`src/hdl/button_press_level_classifier_top_defines.svh`:
```
// Assertion macros shared by the classifier RTL.
`ifndef BUTTON_PRESS_LEVEL_CLASSIFIER_TOP_DEFINES_SVH
`define BUTTON_PRESS_LEVEL_CLASSIFIER_TOP_DEFINES_SVH

// Same-cycle implication, checked outside reset.
`define BPLC_ASSERT_NOW(label, ante, cons) \
    label: assert property (@(posedge aclk) disable iff (!aresetn) (ante) |-> (cons)) \
        else $error("bplc check failed");

// Next-cycle implication, checked outside reset.
`define BPLC_ASSERT_NEXT(label, ante, cons) \
    label: assert property (@(posedge aclk) disable iff (!aresetn) (ante) |=> (cons)) \
        else $error("bplc check failed");

`endif

```
`src/hdl/bplc_pkg.sv`:
```
`timescale 1ns / 1ps

package bplc_pkg;

    // Field widths fixed by the interface.
    localparam int LEVEL_W = 3;
    localparam int THR_W   = 20;
    localparam int DUR_W   = 20;
    localparam int CFG_IDX_W = 3;

    // Number of threshold registers.
    localparam int THR_REGS = 4;

    // Parameter defaults.
    localparam int MAX_LEVELS_DEF = 4;
    localparam int COUNT_BITS_DEF = 20;

    // Reset values of the configuration registers.
    localparam logic             ACTIVE_LEVEL_RST = 1'b0;
    localparam logic [LEVEL_W-1:0] NUM_LEVELS_RST = 3'd4;
    localparam logic [THR_W-1:0] THR_RST [THR_REGS] = '{
        20'd300, 20'd800, 20'd2000, 20'd5000
    };

    // Configuration register indexes.
    typedef enum logic [CFG_IDX_W-1:0] {
        REG_ACTIVE_LEVEL = 3'd0,
        REG_NUM_LEVELS   = 3'd1,
        REG_THRESHOLD_1  = 3'd2,
        REG_THRESHOLD_2  = 3'd3,
        REG_THRESHOLD_3  = 3'd4,
        REG_THRESHOLD_4  = 3'd5
    } cfg_reg_t;

endpackage

```
`src/hdl/button_press_level_classifier_top.sv`:
```
`timescale 1ns / 1ps

// Channel | Direction | Handshake               | Payload
// s_      | in        | s_valid / s_ready       | s_pin_level
// m_      | out       | m_valid / m_ready       | m_pressed, m_press_level, m_released,
//         |           |                         | m_duration_ms, m_top_reached
// cfg_    | in        | cfg_valid / cfg_ready   | cfg_index, cfg_data
//
// The edge check, hold counter and threshold compares are one layer of logic
// between the state registers and the result register.
// A new word is accepted every cycle as long as the result register is empty or
// is being drained in the same cycle; a stalled sink holds the result and stops input.
// Reset is synchronous, active low, and loads the default thresholds and levels.
// Configuration writes are always accepted.

`include "button_press_level_classifier_top_defines.svh"

module button_press_level_classifier_top #(
    parameter int MAX_LEVELS = bplc_pkg::MAX_LEVELS_DEF,
    parameter int COUNT_BITS = bplc_pkg::COUNT_BITS_DEF
) (
    input  logic                           aclk,
    input  logic                           aresetn,
    // Sample input.
    input  logic                           s_valid,
    output logic                           s_ready,
    input  logic                           s_pin_level,
    // Result output.
    output logic                           m_valid,
    input  logic                           m_ready,
    output logic                           m_pressed,
    output logic [bplc_pkg::LEVEL_W-1:0]   m_press_level,
    output logic                           m_released,
    output logic [bplc_pkg::DUR_W-1:0]     m_duration_ms,
    output logic                           m_top_reached,
    // Configuration writes.
    input  logic                           cfg_valid,
    output logic                           cfg_ready,
    input  logic [bplc_pkg::CFG_IDX_W-1:0] cfg_index,
    input  logic [bplc_pkg::THR_W-1:0]     cfg_data
);

    // Only as many levels as there are threshold registers can be used.
    localparam int LEVEL_LIMIT = (MAX_LEVELS < bplc_pkg::THR_REGS) ?
                                 MAX_LEVELS : bplc_pkg::THR_REGS;
    // Compare width covers both the hold counter and a threshold.
    localparam int CMP_W = (COUNT_BITS > bplc_pkg::THR_W) ? COUNT_BITS : bplc_pkg::THR_W;
    localparam logic [CMP_W-1:0] DUR_MAX = CMP_W'({bplc_pkg::DUR_W{1'b1}});

    // Configuration registers.
    logic                         active_level_reg;
    logic [bplc_pkg::LEVEL_W-1:0] num_levels_reg;
    logic [bplc_pkg::THR_W-1:0]   thr_reg [bplc_pkg::THR_REGS];

    // Press tracking state.
    logic                         last_sample_reg, last_sample_next;
    logic                         primed_reg, primed_next;
    logic                         timing_reg, timing_next;
    logic [COUNT_BITS-1:0]        hold_reg, hold_next;
    logic [bplc_pkg::LEVEL_W-1:0] level_reg, level_next;
    logic                         top_note_reg, top_note_next;

    // Result register.
    logic                         m_valid_reg;
    logic                         pressed_reg, pressed_next;
    logic [bplc_pkg::LEVEL_W-1:0] press_level_reg, press_level_next;
    logic                         released_reg, released_next;
    logic [bplc_pkg::DUR_W-1:0]   duration_reg, duration_next;
    logic                         top_reached_reg, top_reached_next;

    logic                         accept;
    logic [bplc_pkg::LEVEL_W-1:0] top_level;

    assign s_ready   = !m_valid_reg || m_ready;
    assign accept    = s_valid && s_ready;
    assign cfg_ready = 1'b1;

    assign m_valid       = m_valid_reg;
    assign m_pressed     = pressed_reg;
    assign m_press_level = press_level_reg;
    assign m_released    = released_reg;
    assign m_duration_ms = duration_reg;
    assign m_top_reached = top_reached_reg;

    // Top level: zero behaves as one, anything past the usable count clamps.
    always_comb begin
        if (num_levels_reg == '0) begin
            top_level = bplc_pkg::LEVEL_W'(1);
        end else if (num_levels_reg > bplc_pkg::LEVEL_W'(LEVEL_LIMIT)) begin
            top_level = bplc_pkg::LEVEL_W'(LEVEL_LIMIT);
        end else begin
            top_level = num_levels_reg;
        end
    end

    // Per-sample update of the press state and the result fields.
    always_comb begin
        logic                         edge_seen;
        logic                         start;
        logic                         rel;
        logic [COUNT_BITS-1:0]        cnt_inc;
        logic [CMP_W-1:0]             cnt_ext;
        logic [bplc_pkg::LEVEL_W-1:0] cand;
        logic [bplc_pkg::LEVEL_W-1:0] lvl;
        logic                         note;

        pressed_next     = (s_pin_level == active_level_reg);
        released_next    = 1'b0;
        duration_next    = '0;
        top_reached_next = 1'b0;
        last_sample_next = s_pin_level;
        primed_next      = 1'b1;
        timing_next      = timing_reg;
        hold_next        = hold_reg;
        level_next       = level_reg;
        top_note_next    = top_note_reg;
        press_level_next = level_reg;

        edge_seen = (s_pin_level != last_sample_reg);
        start     = edge_seen && pressed_next;
        rel       = edge_seen && !pressed_next && timing_reg;
        // The counter saturates at all ones.
        cnt_inc   = (timing_reg && (hold_reg != '1)) ? hold_reg + 1'b1 : hold_reg;
        cnt_ext   = CMP_W'(cnt_inc);
        cand      = '0;
        lvl       = level_reg;
        note      = top_note_reg;

        if (primed_reg) begin
            if (start) begin
                timing_next = 1'b1;
                hold_next   = '0;
                lvl         = '0;
                note        = 1'b0;
            end else if (rel) begin
                timing_next   = 1'b0;
                hold_next     = '0;
                released_next = 1'b1;
                duration_next = (cnt_ext > DUR_MAX) ? bplc_pkg::DUR_W'(DUR_MAX) :
                                                      cnt_ext[bplc_pkg::DUR_W-1:0];
            end else begin
                hold_next = cnt_inc;
            end

            if (!rel && pressed_next && timing_next) begin
                // Highest level in use whose threshold has been met; later wins.
                for (int i = 0; i < LEVEL_LIMIT; i++) begin
                    if ((bplc_pkg::LEVEL_W'(i) < top_level) &&
                        (CMP_W'(hold_next) >= CMP_W'(thr_reg[i]))) begin
                        cand = bplc_pkg::LEVEL_W'(i + 1);
                    end
                end
                if (cand > lvl) begin
                    lvl = cand;
                end
                if ((lvl == top_level) && !note) begin
                    note             = 1'b1;
                    top_reached_next = 1'b1;
                end
            end

            // Report the final level of a finished press before clearing it.
            press_level_next = lvl;
            if (rel) begin
                lvl  = '0;
                note = 1'b0;
            end
            level_next    = lvl;
            top_note_next = note;
        end
    end

    // Configuration registers.
    always_ff @(posedge aclk) begin
        if (!aresetn) begin
            active_level_reg <= bplc_pkg::ACTIVE_LEVEL_RST;
            num_levels_reg   <= bplc_pkg::NUM_LEVELS_RST;
            thr_reg          <= bplc_pkg::THR_RST;
        end else if (cfg_valid && cfg_ready) begin
            unique case (cfg_index)
                bplc_pkg::REG_ACTIVE_LEVEL: active_level_reg <= cfg_data[0];
                bplc_pkg::REG_NUM_LEVELS:   num_levels_reg <= cfg_data[bplc_pkg::LEVEL_W-1:0];
                bplc_pkg::REG_THRESHOLD_1:  thr_reg[0] <= cfg_data;
                bplc_pkg::REG_THRESHOLD_2:  thr_reg[1] <= cfg_data;
                bplc_pkg::REG_THRESHOLD_3:  thr_reg[2] <= cfg_data;
                bplc_pkg::REG_THRESHOLD_4:  thr_reg[3] <= cfg_data;
                default: begin
                    // Writes to unused indexes are dropped.
                end
            endcase
        end
    end

    // Press state, updated once per accepted sample.
    always_ff @(posedge aclk) begin
        if (!aresetn) begin
            last_sample_reg <= 1'b0;
            primed_reg      <= 1'b0;
            timing_reg      <= 1'b0;
            hold_reg        <= '0;
            level_reg       <= '0;
            top_note_reg    <= 1'b0;
        end else if (accept) begin
            last_sample_reg <= last_sample_next;
            primed_reg      <= primed_next;
            timing_reg      <= timing_next;
            hold_reg        <= hold_next;
            level_reg       <= level_next;
            top_note_reg    <= top_note_next;
        end
    end

    // Result valid flag.
    always_ff @(posedge aclk) begin
        if (!aresetn) begin
            m_valid_reg <= 1'b0;
        end else if (accept) begin
            m_valid_reg <= 1'b1;
        end else if (m_ready) begin
            m_valid_reg <= 1'b0;
        end
    end

    // Result payload; loads only when a new sample is taken.
    always_ff @(posedge aclk) begin
        if (accept) begin
            pressed_reg     <= pressed_next;
            press_level_reg <= press_level_next;
            released_reg    <= released_next;
            duration_reg    <= duration_next;
            top_reached_reg <= top_reached_next;
        end
    end

    `BPLC_ASSERT_NOW(a_release_not_pressed, m_valid_reg && released_reg, !pressed_reg)
    `BPLC_ASSERT_NOW(a_duration_only_on_release, m_valid_reg && !released_reg,
                     duration_reg == '0)
    `BPLC_ASSERT_NOW(a_top_while_pressed, m_valid_reg && top_reached_reg,
                     pressed_reg && (press_level_reg != '0))
    `BPLC_ASSERT_NEXT(a_release_clears_state, accept && primed_reg && released_next,
                      (level_reg == '0) && !timing_reg && !top_note_reg)
    `BPLC_ASSERT_NOW(a_timing_needs_prime, timing_reg, primed_reg)

endmodule

```
`config.mk`:
```
export PLATFORM = sky130hd
export DESIGN_NAME = button_press_level_classifier_top
export DESIGN_NICKNAME = d
export VERILOG_FILES = /design/src/hdl/bplc_pkg.sv /design/src/hdl/button_press_level_classifier_top.sv
export VERILOG_INCLUDE_DIRS = /design/src /design/src/hdl
export SDC_FILE = /design/constraint.sdc
export NUM_CORES = 1
export LEC_CHECK = 0
export BUFFER_PORTS_ARGS = -buffer_cell sky130_fd_sc_hd__buf_2
export CORE_ASPECT_RATIO = 2
export CORE_MARGIN = 1.5
export CORE_UTILIZATION = 30
export DETAILED_ROUTE_END_ITERATION = 6
export GPL_TIMING_DRIVEN = 0
export PLACE_DENSITY = 0.45
export SYNTH_ARGS = -nofsm -noshare
export SYNTH_HDL_FRONTEND = slang
export SYNTH_SLANG_ARGS = --single-unit
export TNS_END_PERCENT = 1
```
`constraint.sdc`:
```
create_clock -name aclk -period 7.22 [get_ports aclk]
set_input_delay 0.722 -clock aclk [delete_from_list [all_inputs] [get_ports aclk]]
set_output_delay 0.722 -clock aclk [all_outputs]
set_load 0.005 [all_outputs]
```
### Word-level counts from Yosys, hierarchy flattened

Index checks and enable logic that the tools add are counted.

| word-level totals | value |
|---|---|
| input bits | 29 |
| bits in writable memories | 0 |
| logic and storage cells | 104 |
| bits in latches | 0 |
| register bits | 138 |
| memories kept | 0 |
| bits in read-only memories | 0 |

| operators by class | value |
|---|---|
| shifts and indexed selects | 0 |
| reductions and logical operators | 30 |
| divide/modulo/power cells | 0 |
| bitwise operators | 2 |
| multipliers | 0 |
| $lt $le $gt $ge | 11 |
| add/sub/neg operators | 1 |
| muxes and demuxes | 33 |
| equal/unequal tests | 9 |

Operator list:

| operator | number |
|---|---|
| two-way mux 20 bit | 5 |
| >= comparator 20 bit | 4 |
| two-way mux 3 bit | 15 |
| adder 20 x 1 -> 20 bit (second input constant) | 1 |
| greater-than comparator 20 bit (second input constant) | 1 |
| inequality test 20 bit (second input constant) | 1 |
| AND reduction 2 bit | 8 |
| two-way mux 1 bit | 13 |
| logical AND 1 bit | 12 |
| == test 3 x 2 -> 1 bit (second input constant) | 2 |
| == test 3 bit (second input constant) | 2 |
| logical NOT 3 bit | 2 |
| less-than comparator 1 x 3 -> 1 bit (first input constant) | 2 |
| less-than comparator 2 x 3 -> 1 bit (first input constant) | 2 |
| logical NOT 1 bit | 4 |
| == test 3 x 1 -> 1 bit (second input constant) | 1 |
| == test 3 bit | 1 |
| greater-than comparator 3 bit | 1 |
| greater-than comparator 3 bit (second input constant) | 1 |
| OR reduction 3 bit | 1 |
| inverter 1 bit | 2 |
| nonzero test 2 bit | 1 |
| OR reduction 2 bit | 1 |
| == test 1 bit | 1 |
| 2 further kinds | 2 |

### Logic depth before layout (Yosys ltp)

Gate-level depths: netlist of run 1.

| depth | value |
|---|---|
| depth in word-level cells | 24 |
| gate-level depth with buffers | 27 |
| depth with buffers taken out | 27 |

### Least setup slack after synthesis of run 1

OpenSTA, ideal clock, no wires.

| timing | value |
|---|---|
| kind | flip-flop to flip-flop |
| start point | register hold_reg[0] |
| end point | register top_reached_reg (netlist: m_top_reached), data pin |
| required time | 6.962 ns |
| arrival | 5.349 ns |
| cell stages (with the launch flop) | 26 |
| path slack | 1.613 ns |
| period minus slack after synthesis | 5.607 ns |
| cells stage by stage | dfxtp_1 -> ha_1 -> nand2_1 -> nor2_1 -> a2111oi_0 -> and2_1 -> nor2b_1 -> nand2b_1 -> nor2_1 -> xnor2_1 -> nor2_1 -> ha_1 -> a2111oi_0 -> o21ai_0 -> a221oi_1 -> nand3b_1 -> o31ai_2 -> a21o_1 -> inv_1 -> ha_1 -> a21oi_1 -> a221oi_1 -> nor4_1 -> nor4_1 -> mux2i_1 -> nor2_1 |

| between the ends | value |
|---|---|
| word-level cells in the longest chain between the ends | 21 |

RTL lines:

| what | line | text |
|---|---|---|
| start, declared | button_press_level_classifier_top.sv:59 | `logic [COUNT_BITS-1:0] hold_reg, hold_next;` |
| start signal, assigned | button_press_level_classifier_top.sv:207 | `hold_reg <= hold_next;` |
| branches (longest 2 deep; another with adder 20 x 1 -> 20 bit) | -- |  |
| two-way mux 20 bit (*) | button_press_level_classifier_top.sv:123 | `cnt_inc = (timing_reg && (hold_reg != '1)) ? hold_reg + 1'b1 : hold_reg;` |
| two-way mux 20 bit (*) | button_press_level_classifier_top.sv:135 | `end else if (rel) begin` |
| two-way mux 20 bit (*) | button_press_level_classifier_top.sv:130 | `if (start) begin` |
| two-way mux 20 bit (*) | button_press_level_classifier_top.sv:129 | `if (primed_reg) begin` |
| >= comparator 20 bit | button_press_level_classifier_top.sv:149 | `(CMP_W'(hold_next) >= CMP_W'(thr_reg[i]))) begin` |
| logical AND 1 bit | button_press_level_classifier_top.sv:148 | `if ((bplc_pkg::LEVEL_W'(i) < top_level) &&` |
| two-way mux 1 bit | button_press_level_classifier_top.sv:148 |  |
| [... 4 more ...] | -- |  |
| two-way mux 3 bit (*) | button_press_level_classifier_top.sv:129 |  |
| greater-than comparator 3 bit | button_press_level_classifier_top.sv:153 | `if (cand > lvl) begin` |
| two-way mux 3 bit (*) | button_press_level_classifier_top.sv:153 |  |
| two-way mux 3 bit (*) | button_press_level_classifier_top.sv:145 | `if (!rel && pressed_next && timing_next) begin` |
| two-way mux 3 bit (*) | button_press_level_classifier_top.sv:129 |  |
| == test 3 bit (*) | button_press_level_classifier_top.sv:156 | `if ((lvl == top_level) && !note) begin` |
| logical AND 1 bit (*) | button_press_level_classifier_top.sv:156 |  |
| two-way mux 1 bit (*) | button_press_level_classifier_top.sv:156 |  |
| end signal, assigned | button_press_level_classifier_top.sv:231 | `top_reached_reg <= top_reached_next;` |
| end, declared | button_press_level_classifier_top.sv:69 | `logic top_reached_reg, top_reached_next;` |

Every way passes the cells marked *. The select of a mux whose other input is x is not followed.
A chain may end at the register's enable or synchronous reset.

### Worst setup path in the final report of run 1

| timing | value |
|---|---|
| start point | register hold_reg[14] |
| end point | register top_reached_reg (netlist: m_top_reached), data pin |

Same word-level chain as after synthesis.

==> flow_summary.ini, run 1 <==
[status]
status = completed

[finish]
layout_commonest_cell = nand2_1
synthToLayoutAreaGrowth_pct = 16.6
largest_reg_flops = 80
nets = 1129
fin_area_sq_mm = 0.00933
drive_gt1_frac = 0.106
diodes = 0
final_cell_mix = 212 x nand2_1, 112 x dfxtp_1, 85 x inv_1, 80 x a21boi_0, 79 x ha_1

[yosys]
synthFlopType = dfxtp_1
syn_area_sq_mm = 0.00800
synth_edf_count = 26
ys_types = 66
synth.avg_cell_area_sq_um = 8.43
yosysWarnings = 0
syn_inst = 949
synth_nets = 1057
ys_ff_latch = 138
ys_seq_area_frac = 0.378
async_reset_ff_frac = 0

[clock_tree]
clkTransAtPathRegs_ps = 60
htree_levels = 4
cts_sinks = 138
cts_buffers = 17
postCtsSetupRepairBufs = 0
cts-root-buf = clkbuf_16
clock_path_buffers = 2
clk_latency_ps = 430
cts_tree = done

[setup_path]
path_class = reg2reg
reg2regPathDepth = 24
critPathCapture = m_top_reached
worstSetupStartpointType = flop
r2r-start = hold_reg[14]
critPathCaptureType = flop
crit_required_ps = 7400
path_max_fanout = 6
cp-startpoint = hold_reg[14]
r2r-end = m_top_reached
arrival_ps = 6780
reg2reg_slack_ps = 620

[route]
routed_wl_um = 24700
viasPerCell = 4.82
firstDrtPassIters = 5
wl_per_cell_um = 17.9
route.detailed.drc = 0
num_vias = 6638
drtAntennaViolNets = 0
drtIter0Drc = 280

[sta]
holdWs_ps = 463
setup_viol = 0
layout_min_cycle_time_ps = 6600
maxClockFrequency_mhz = 152
finalSetupTns_ps = 0
period_share = 0.914
finalMaxSlewViolations = 0
slew_headroom = 0.342
rsz0062_at_grt = no
tightest_slew_ps = 979
clock_skew_ps = 6.40
hold_viol_final = 0
setup_slack_ps = 623

[hold_path]
hp-class = reg2reg

[floorplanning]
initial_core_util = 0.305
die-area_sq_mm = 0.0277
coreArea_sq_mm = 0.0263
fp.dieH_um = 234
design.portCount = 58
die_w_um = 118
num_rows = 84

[placed_design]
dpl.hpwl_um = 20000
dpl_cell_area_sq_mm = 0.00870
gp_congestion = 0.833
place_ws_ps = -191
port_buffers = 53

[global_routing]
grt_pass1_vias = 6760
grt_use_total = 0.185
grt_antenna_before_repair = 0
grt.overflow.total = 0
grt_max_degree = 30
grt_pass1_wl_um = 38000

[power_and_ir_drop]
p_leak_nw = 3.63
power_density_mw_per_mm2 = 197
peakVddDrop_uv = 158

[flow_run]
drv_cap = 0
==> where the power goes <==
group	total (W)	leakage, nW	internal [W]	switching, W
Clock	0.000899	0.283	0.000550	0.000349
Sequential	0.000811	1.17	0.000804	0.00000728
Combinational	0.000127	2.18	0.0000414	0.0000855
==> synthesized netlist by cell type (8+ instances only) <==
library cell  instances  area, sq um
clkbuf_1             42          158
edfxtp_1             26          781
nand3_1               9         45.0
nor2_1               58          218
a21oi_1              26          130
nand4_1              15         93.8
a21o_1               15          113
inv_1                85          319
dfxtp_1             112         2240
nand2_1             212          796
o21ai_0              16         80.1
xnor2_1              10         87.6
a21boi_0             80          601
nand2b_1              9         56.3
o211ai_1             26          195
nor2b_1              15         93.8
o21a_1                8         60.1
ha_1                 79          988
xor2_1               12          105
==> metrics by stage <==
step,std cells,utilization,power (W)
2_1_floorplan,949,-,0.000896
3_3_place_gp,1346,0.331,0.000957
3_5_place_dp,1346,0.331,0.000958
4_1_cts,1378,0.354,0.00186
5_1_grt,1378,0.355,0.00190
6_report,1378,0.355,0.00184
==> logic make-up after synthesis <==
| family | share of synthesized area |
|---|---|
| other | 0.000469 |
| adder cells (fa/ha/maj) | 0.124 |
| AND/OR/NAND/NOR | 0.202 |
| XOR/XNOR | 0.0241 |
| multiplexers | 0.0117 |
| buffers and inverters | 0.0610 |
| AO/OA/AOI/OAI | 0.199 |
| flip-flops | 0.378 |
==> what timing repair did <==
item / 4_1_cts / 5_1_grt
resized for setup: 2 / 6
pin swaps: 0 / 1
setup endpoints to repair: 2 / 5
hold buffers: 0 / 0
==> how the worst min path moves through the flow <==
| stage | startpoint | slack (ps) | end | cells past startpoint |
|---|---|---|---|---|
| floorplan | thr_reg[66] | 440 | thr_reg[66] | 2 |
| global placement | thr_reg[52] | 450 | thr_reg[52] | 2 |
| detailed placement | thr_reg[75] | 460 | thr_reg[75] | 2 |
| CTS | thr_reg[75] | 470 | thr_reg[75] | 2 |
| global route | thr_reg[56] | 480 | thr_reg[56] | 2 |
| finish | thr_reg[72] | 460 | thr_reg[72] | 2 |
==> layer usage <==
| layer | GRT usage | wire length (um) | up-vias |
|---|---|---|---|
| met4 | 0.0742 | 740 | 0 |
| met1 | 0.171 | 8900 | 3128 |
| met3 | 0.0289 | 503 | 31 |
| li1 | - | - | 3397 |
| met2 | 0.390 | 14600 | 82 |
| met5 | 0 | 0 | - |
==> area by class of cell <==
type | instances | area, sq um
fill | 2837 | 16900
multi-input combinational | 682 | 4530
sequential | 138 | 3020
clock buffer | 20 | 447
tap | 344 | 430
inverter | 85 | 319
timing repair buffer | 53 | 265
buffer | 44 | 170
clock inverter | 12 | 149
==> critical path, stage by stage (launching register included) <==
cell       delay (ps)
dfxtp_1           490
nand4_4           180
nor4_4            560
a2111oi_2         180
and2_1            270
nor2b_1           200
nand2b_1          150
nor2_1             70
xnor2_1           320
nor2_2            150
ha_1              330
a2111oi_0         320
o21ai_0           270
a221oi_2          360
nand3b_1          170
o31ai_4           420
a21o_1            220
inv_1              60
ha_1              220
a21oi_2           270
nor2_1            100
a221oi_2          300
mux2i_2           360
mux2i_1           300
nor2_1             70
Power figures use the tool's default switching activity.
==> run 2, diff against run 1 <==
CELL_PAD_IN_SITES_DETAIL_PLACEMENT = 0   (was default)
CELL_PAD_IN_SITES_GLOBAL_PLACEMENT = 1   (was default)
PLACE_DENSITY = 0.56   (was 0.45)
clock period = 7.3 ns   (was 7.22 ns; I/O delays follow)
==> run 2 against run 1 <==
Cell count barely moved. Utilization hardly changed. Die area unchanged. Register-to-register slack got worse by 30 ps. Non-clock buffer count is the same. Flip-flop and latch count is the same. Critical path depth unchanged.
==> flow_summary.ini, run 2 (same netlist as run 1, synthesis figures left out) <==
[floorplanning]
initial_core_util = 0.305
die_w_um = 118
fp.dieH_um = 234
coreArea_sq_mm = 0.0263
die-area_sq_mm = 0.0277
num_rows = 84
design.portCount = 58

[clock_tree]
cts_buffers = 17
cts-root-buf = clkbuf_16
cts_sinks = 138
clk_latency_ps = 450
cts_tree = done
htree_levels = 4
clock_path_buffers = 2
clkTransAtPathRegs_ps = 60
hold_buffers = 0

[finish]
layout_commonest_cell = nand2_1
nets = 1129
n_fill_cell = 2858
multiInputGateArea_sq_mm = 0.00453
synthToLayoutAreaGrowth_pct = 16.6
diodes = 0
drive_gt1_frac = 0.106
register_area_sq_mm = 0.00302
final_cell_mix = 212 x nand2_1, 112 x dfxtp_1, 85 x inv_1, 80 x a21boi_0, 79 x ha_1
largest_reg_flops = 80

[route]
wl_per_cell_um = 19.0
num_vias = 6652
drtAntennaViolNets = 0
drtIter0Drc = 359
routed_wl_um = 26100
firstDrtPassIters = 5
route.detailed.drc = 0
viasPerCell = 4.83

[power_and_ir_drop]
seqPwrFrac = 0.442
swShare = 0.239
pwr-share-comb = 0.070
p_leak_nw = 3.64
power_switching_w = 0.000434
power_w = 0.00181
power_density_mw_per_mm2 = 195
pwr-share-clk = 0.488
cellInternalPower_w = 0.00138
peakVddDrop_uv = 165

[placed_design]
gp_congestion = 0.831
dpl.hpwl_um = 20800
place_ws_ps = -153
port_buffers = 53

[global_routing]
grt.overflow.total = 0
grt_antenna_before_repair = 0
grt_max_degree = 30
grt_pass1_wl_um = 40100
grt_pass1_vias = 6788
grt_use_total = 0.198

[setup_path]
reg2reg_slack_ps = 590
crit_required_ps = 7480
worstSetupStartpointType = flop
r2r-start = hold_reg[14]
path_class = reg2reg
arrival_ps = 6890
path_max_fanout = 6
critPathCaptureType = flop
reg2regPathDepth = 24
r2r-end = m_top_reached

[sta]
slew_headroom = 0.379
setup_viol = 0
layout_min_cycle_time_ps = 6710
finalMaxSlewViolations = 0
tightest_slew_ps = 924
period_share = 0.919
hold_viol_final = 0
rsz0062_at_grt = no
clock_skew_ps = 9.82
maxClockFrequency_mhz = 149
holdWs_ps = 461
setup_slack_ps = 589

[status]
status = completed

[hold_path]
hp-class = reg2reg
worstHoldStart = thr_reg[74]
hold_depth = 2
min_to = thr_reg[74]

[flow_run]
drv_cap = 0
[run 2: cell types whose count changed in the layout (fill, tap and decap cells not counted)]
| cell | delta |
|---|---|
| clkinvlp_4 | -2 |
| clkinv_1 | -1 |
| inv_4 | +1 |
| bufinv_16 | -1 |
| clkbuf_8 | +4 |
| clkinv_4 | -2 |
[run 2: metrics by stage]
stage / utilization / std cells / instance area [sq um] / setup TNS (ps)
2_1_floorplan: - / 949 / 8000 / 0
3_3_place_gp: 0.331 / 1346 / 8700 / -52.6
3_5_place_dp: 0.331 / 1346 / 8700 / -195
4_1_cts: 0.354 / 1377 / 9300 / 0
5_1_grt: 0.355 / 1377 / 9330 / 0
6_report: 0.355 / 1377 / 9330 / 0
[run 2: power groups by stage]
stage | clock network, W | logic, W | registers, W
finish | 0.000885 | 0.000127 | 0.000803
global route | 0.000939 | 0.000141 | 0.000804
CTS | 0.000913 | 0.000130 | 0.000803
detailed placement | 0 | 0.000129 | 0.000819
global placement | 0 | 0.000129 | 0.000819
floorplan | 0 | 0.0000668 | 0.000819
[run 2: worst max-delay path, stage by stage, from the launching register on]
cell and delay [ps]:
dfxtp_1 500, nand4_4 190, nor4_4 550, a2111oi_2 160, and2_1 280, nor2b_1 200, nand2b_1 160, nor2_1 70
xnor2_1 280, nor2_2 140, ha_1 330, a2111oi_0 410, o21ai_0 240, a221oi_2 350, nand3b_1 170, o31ai_4 400
a21o_1 220, inv_1 50, ha_1 210, a21oi_2 300, nor2_1 110, a221oi_2 310, mux2i_2 340, mux2i_1 360
nor2_1 80
[run 2: what timing repair did]
item                       in CTS  in global routing
pin swaps                       0                  1
resized for setup               2                  6
buffers inserted                0                  0
setup endpoints to repair       2                  4
[run 2: how the worst max path moves through the flow]
stage | start | to | slack [ps] | cells after the start
floorplan | hold_reg[0] | m_top_reached | 1690 | 25
global placement | hold_reg[0] | m_top_reached | -50 | 25
detailed placement | hold_reg[0] | m_top_reached | -150 | 25
CTS | hold_reg[0] | m_top_reached | 80 | 25
global route | hold_reg[0] | m_top_reached | 70 | 25
finish | hold_reg[14] | m_top_reached | 590 | 24
[run 2: area by class of cell]
| class | instances | share of cell area |
|---|---|---|
| inverters | 85 | 0.0342 |
| clock inverters | 7 | 0.00953 |
| clock buffers | 24 | 0.0538 |
| plain buffers | 44 | 0.0182 |
| well taps | 344 | 0.0461 |
| multi-input cells | 682 | 0.486 |
| flip-flops and latches | 138 | 0.324 |
| repair buffers | 53 | 0.0284 |
[run 2: per-layer routing]
| metal | up-vias | GRT usage | share of wire |
|---|---|---|---|
| met2 | 108 | 0.405 | 0.58 |
| met4 | 0 | 0.0809 | 0.028 |
| met1 | 3117 | 0.192 | 0.37 |
| met5 | - | 0 | 0 |
| met3 | 36 | 0.0323 | 0.024 |
| li1 | 3391 | - | - |
==> run 3, diff against run 2 <==
CELL_PAD_IN_SITES_DETAIL_PLACEMENT = default   (was 0)
CELL_PAD_IN_SITES_GLOBAL_PLACEMENT = default   (was 1)
PLACE_DENSITY = 0.45   (was 0.56)
==> run 3 against run 2 <==
Routed wire length fell by 5.1%. Fmax fell by 0.40%. Setup slack got worse by 27 ps. Clock power rose by 0.6%. Clock-buffer cell count fell by 4. Sequential power barely moved. Die area did not move. Critical endpoint unchanged. Largest power group unchanged. Highest routed layer unchanged.
==> flow_summary.ini, run 3 (same netlist as run 1, synthesis figures left out) <==
[floorplanning]
die-area_sq_mm = 0.0277
fp.dieH_um = 234
num_rows = 84
design.portCount = 58
coreArea_sq_mm = 0.0263
die_w_um = 118
initial_core_util = 0.305

[sta]
rsz0062_at_grt = no
tightest_slew_ps = 1000
clock_skew_ps = 6.40
hold_viol_final = 0
setup_slack_ps = 562
maxClockFrequency_mhz = 148
layout_min_cycle_time_ps = 6740
period_share = 0.923
slew_headroom = 0.328
setup_viol = 0
finalMaxSlewViolations = 0

[clock_tree]
cts-root-buf = clkbuf_16
cts_tree = done
clk_latency_ps = 430
cts_sinks = 138
cts_buffers = 17
clkTransAtPathRegs_ps = 60
htree_levels = 4
clock_path_buffers = 2
hold_buffers = 0

[power_and_ir_drop]
power_density_mw_per_mm2 = 195
peakVddDrop_uv = 157
p_leak_nw = 3.63
power_w = 0.00182

[finish]
nets = 1129
final_cell_mix = 212 x nand2_1, 112 x dfxtp_1, 85 x inv_1, 80 x a21boi_0, 79 x ha_1
diodes = 0
layout_commonest_cell = nand2_1
register_area_sq_mm = 0.00302
fin_area_sq_mm = 0.00933
n_fill_cell = 2838
multiInputGateArea_sq_mm = 0.00452
largest_reg_flops = 80
synthToLayoutAreaGrowth_pct = 16.5
drive_gt1_frac = 0.105

[setup_path]
critPathCaptureType = flop
path_max_fanout = 6
crit_required_ps = 7480
worstSetupStartpointType = flop
arrival_ps = 6920
path_class = reg2reg

[route]
drt-met1-wl_um = 9070
num_vias = 6639
routed_wl_um = 24800
viasPerCell = 4.82
firstDrtPassIters = 5
route.detailed.drc = 0
dr_wl_met2_um = 14600
wl_per_cell_um = 18.0
top_layer = met4
drtIter0Drc = 308
drtAntennaViolNets = 0
wl_met3_um = 424

[flow_run]
drv_cap = 0

[placed_design]
gp_congestion = 0.833
port_buffers = 53
dpl_cell_area_sq_mm = 0.00870
dpl.hpwl_um = 20000
place_ws_ps = -111

[global_routing]
grt_antenna_before_repair = 0
grt_max_degree = 30
grt.overflow.total = 0
grt_use_total = 0.185
grt_pass1_wl_um = 37900
grt_pass1_vias = 6766

[hold_path]
hp-class = reg2reg

[status]
status = completed
-- run 3: timing repair --
action / in CTS / in global routing
setup endpoints to repair: 2 / 6
endpoints found under the hold margin: 0 / 0
pin swaps: 0 / 1
buffers inserted: 0 / 0
gates resized for setup: 1 / 6
-- run 3: metal layers --
metal | vias to the layer above | GRT usage
met4 | 0 | 0.0742
li1 | 3394 | -
met3 | 32 | 0.0289
met5 | - | 0
met2 | 83 | 0.390
met1 | 3130 | 0.171
-- run 3: power by group --
group	internal, W	switching (W)	total [W]	leakage, nW
Combinational	0.0000409	0.0000844	0.000125	2.18
Sequential	0.000795	0.00000723	0.000803	1.17
Clock	0.000543	0.000346	0.000890	0.283
-- run 3: worst max-delay path: stages, from the launching register on --
cell,delay (ps)
dfxtp_1,490
nand4_4,180
nor4_4,560
a2111oi_2,180
and2_1,270
nor2b_1,200
nand2b_1,150
nor2_1,70
xnor2_1,320
nor2_2,150
ha_1,330
a2111oi_0,320
o21ai_0,250
a221oi_1,470
nand3b_1,190
o31ai_4,440
a21o_1,220
inv_1,60
ha_1,220
a21oi_2,270
nor2_1,100
a221oi_2,300
mux2i_2,370
mux2i_1,300
nor2_1,70
-- run 3: final cells by class --
class,instances,share of cell area
flip-flops and latches,138,0.324
clock buffers,20,0.0479
repair buffers,53,0.0284
plain buffers,44,0.0182
multi-input cells,682,0.485
well taps,344,0.0462
clock inverters,12,0.0160
inverters,85,0.0342
-- run 3: worst paths after layout --
| check | start | to | slack [ps] | depth (start not counted) |
|---|---|---|---|---|
| worst min-delay path | thr_reg[72] | thr_reg[72] | 460 | 2 |
| worst max register to register | hold_reg[14] | m_top_reached | 560 | 24 |
| worst max-delay path | hold_reg[14] | m_top_reached | 560 | 24 |
| worst min register to register | thr_reg[72] | thr_reg[72] | 460 | 2 |
-- run 3: metrics by stage --
stage,cells,util,hold slack [ps],setup TNS [ps]
after global placement,1346,0.331,451,-68.9
after detailed placement,1346,0.331,458,-111
after global routing,1378,0.355,477,0
final,1378,0.355,463,0
after floorplan,949,-,443,0
after CTS,1378,0.354,466,0
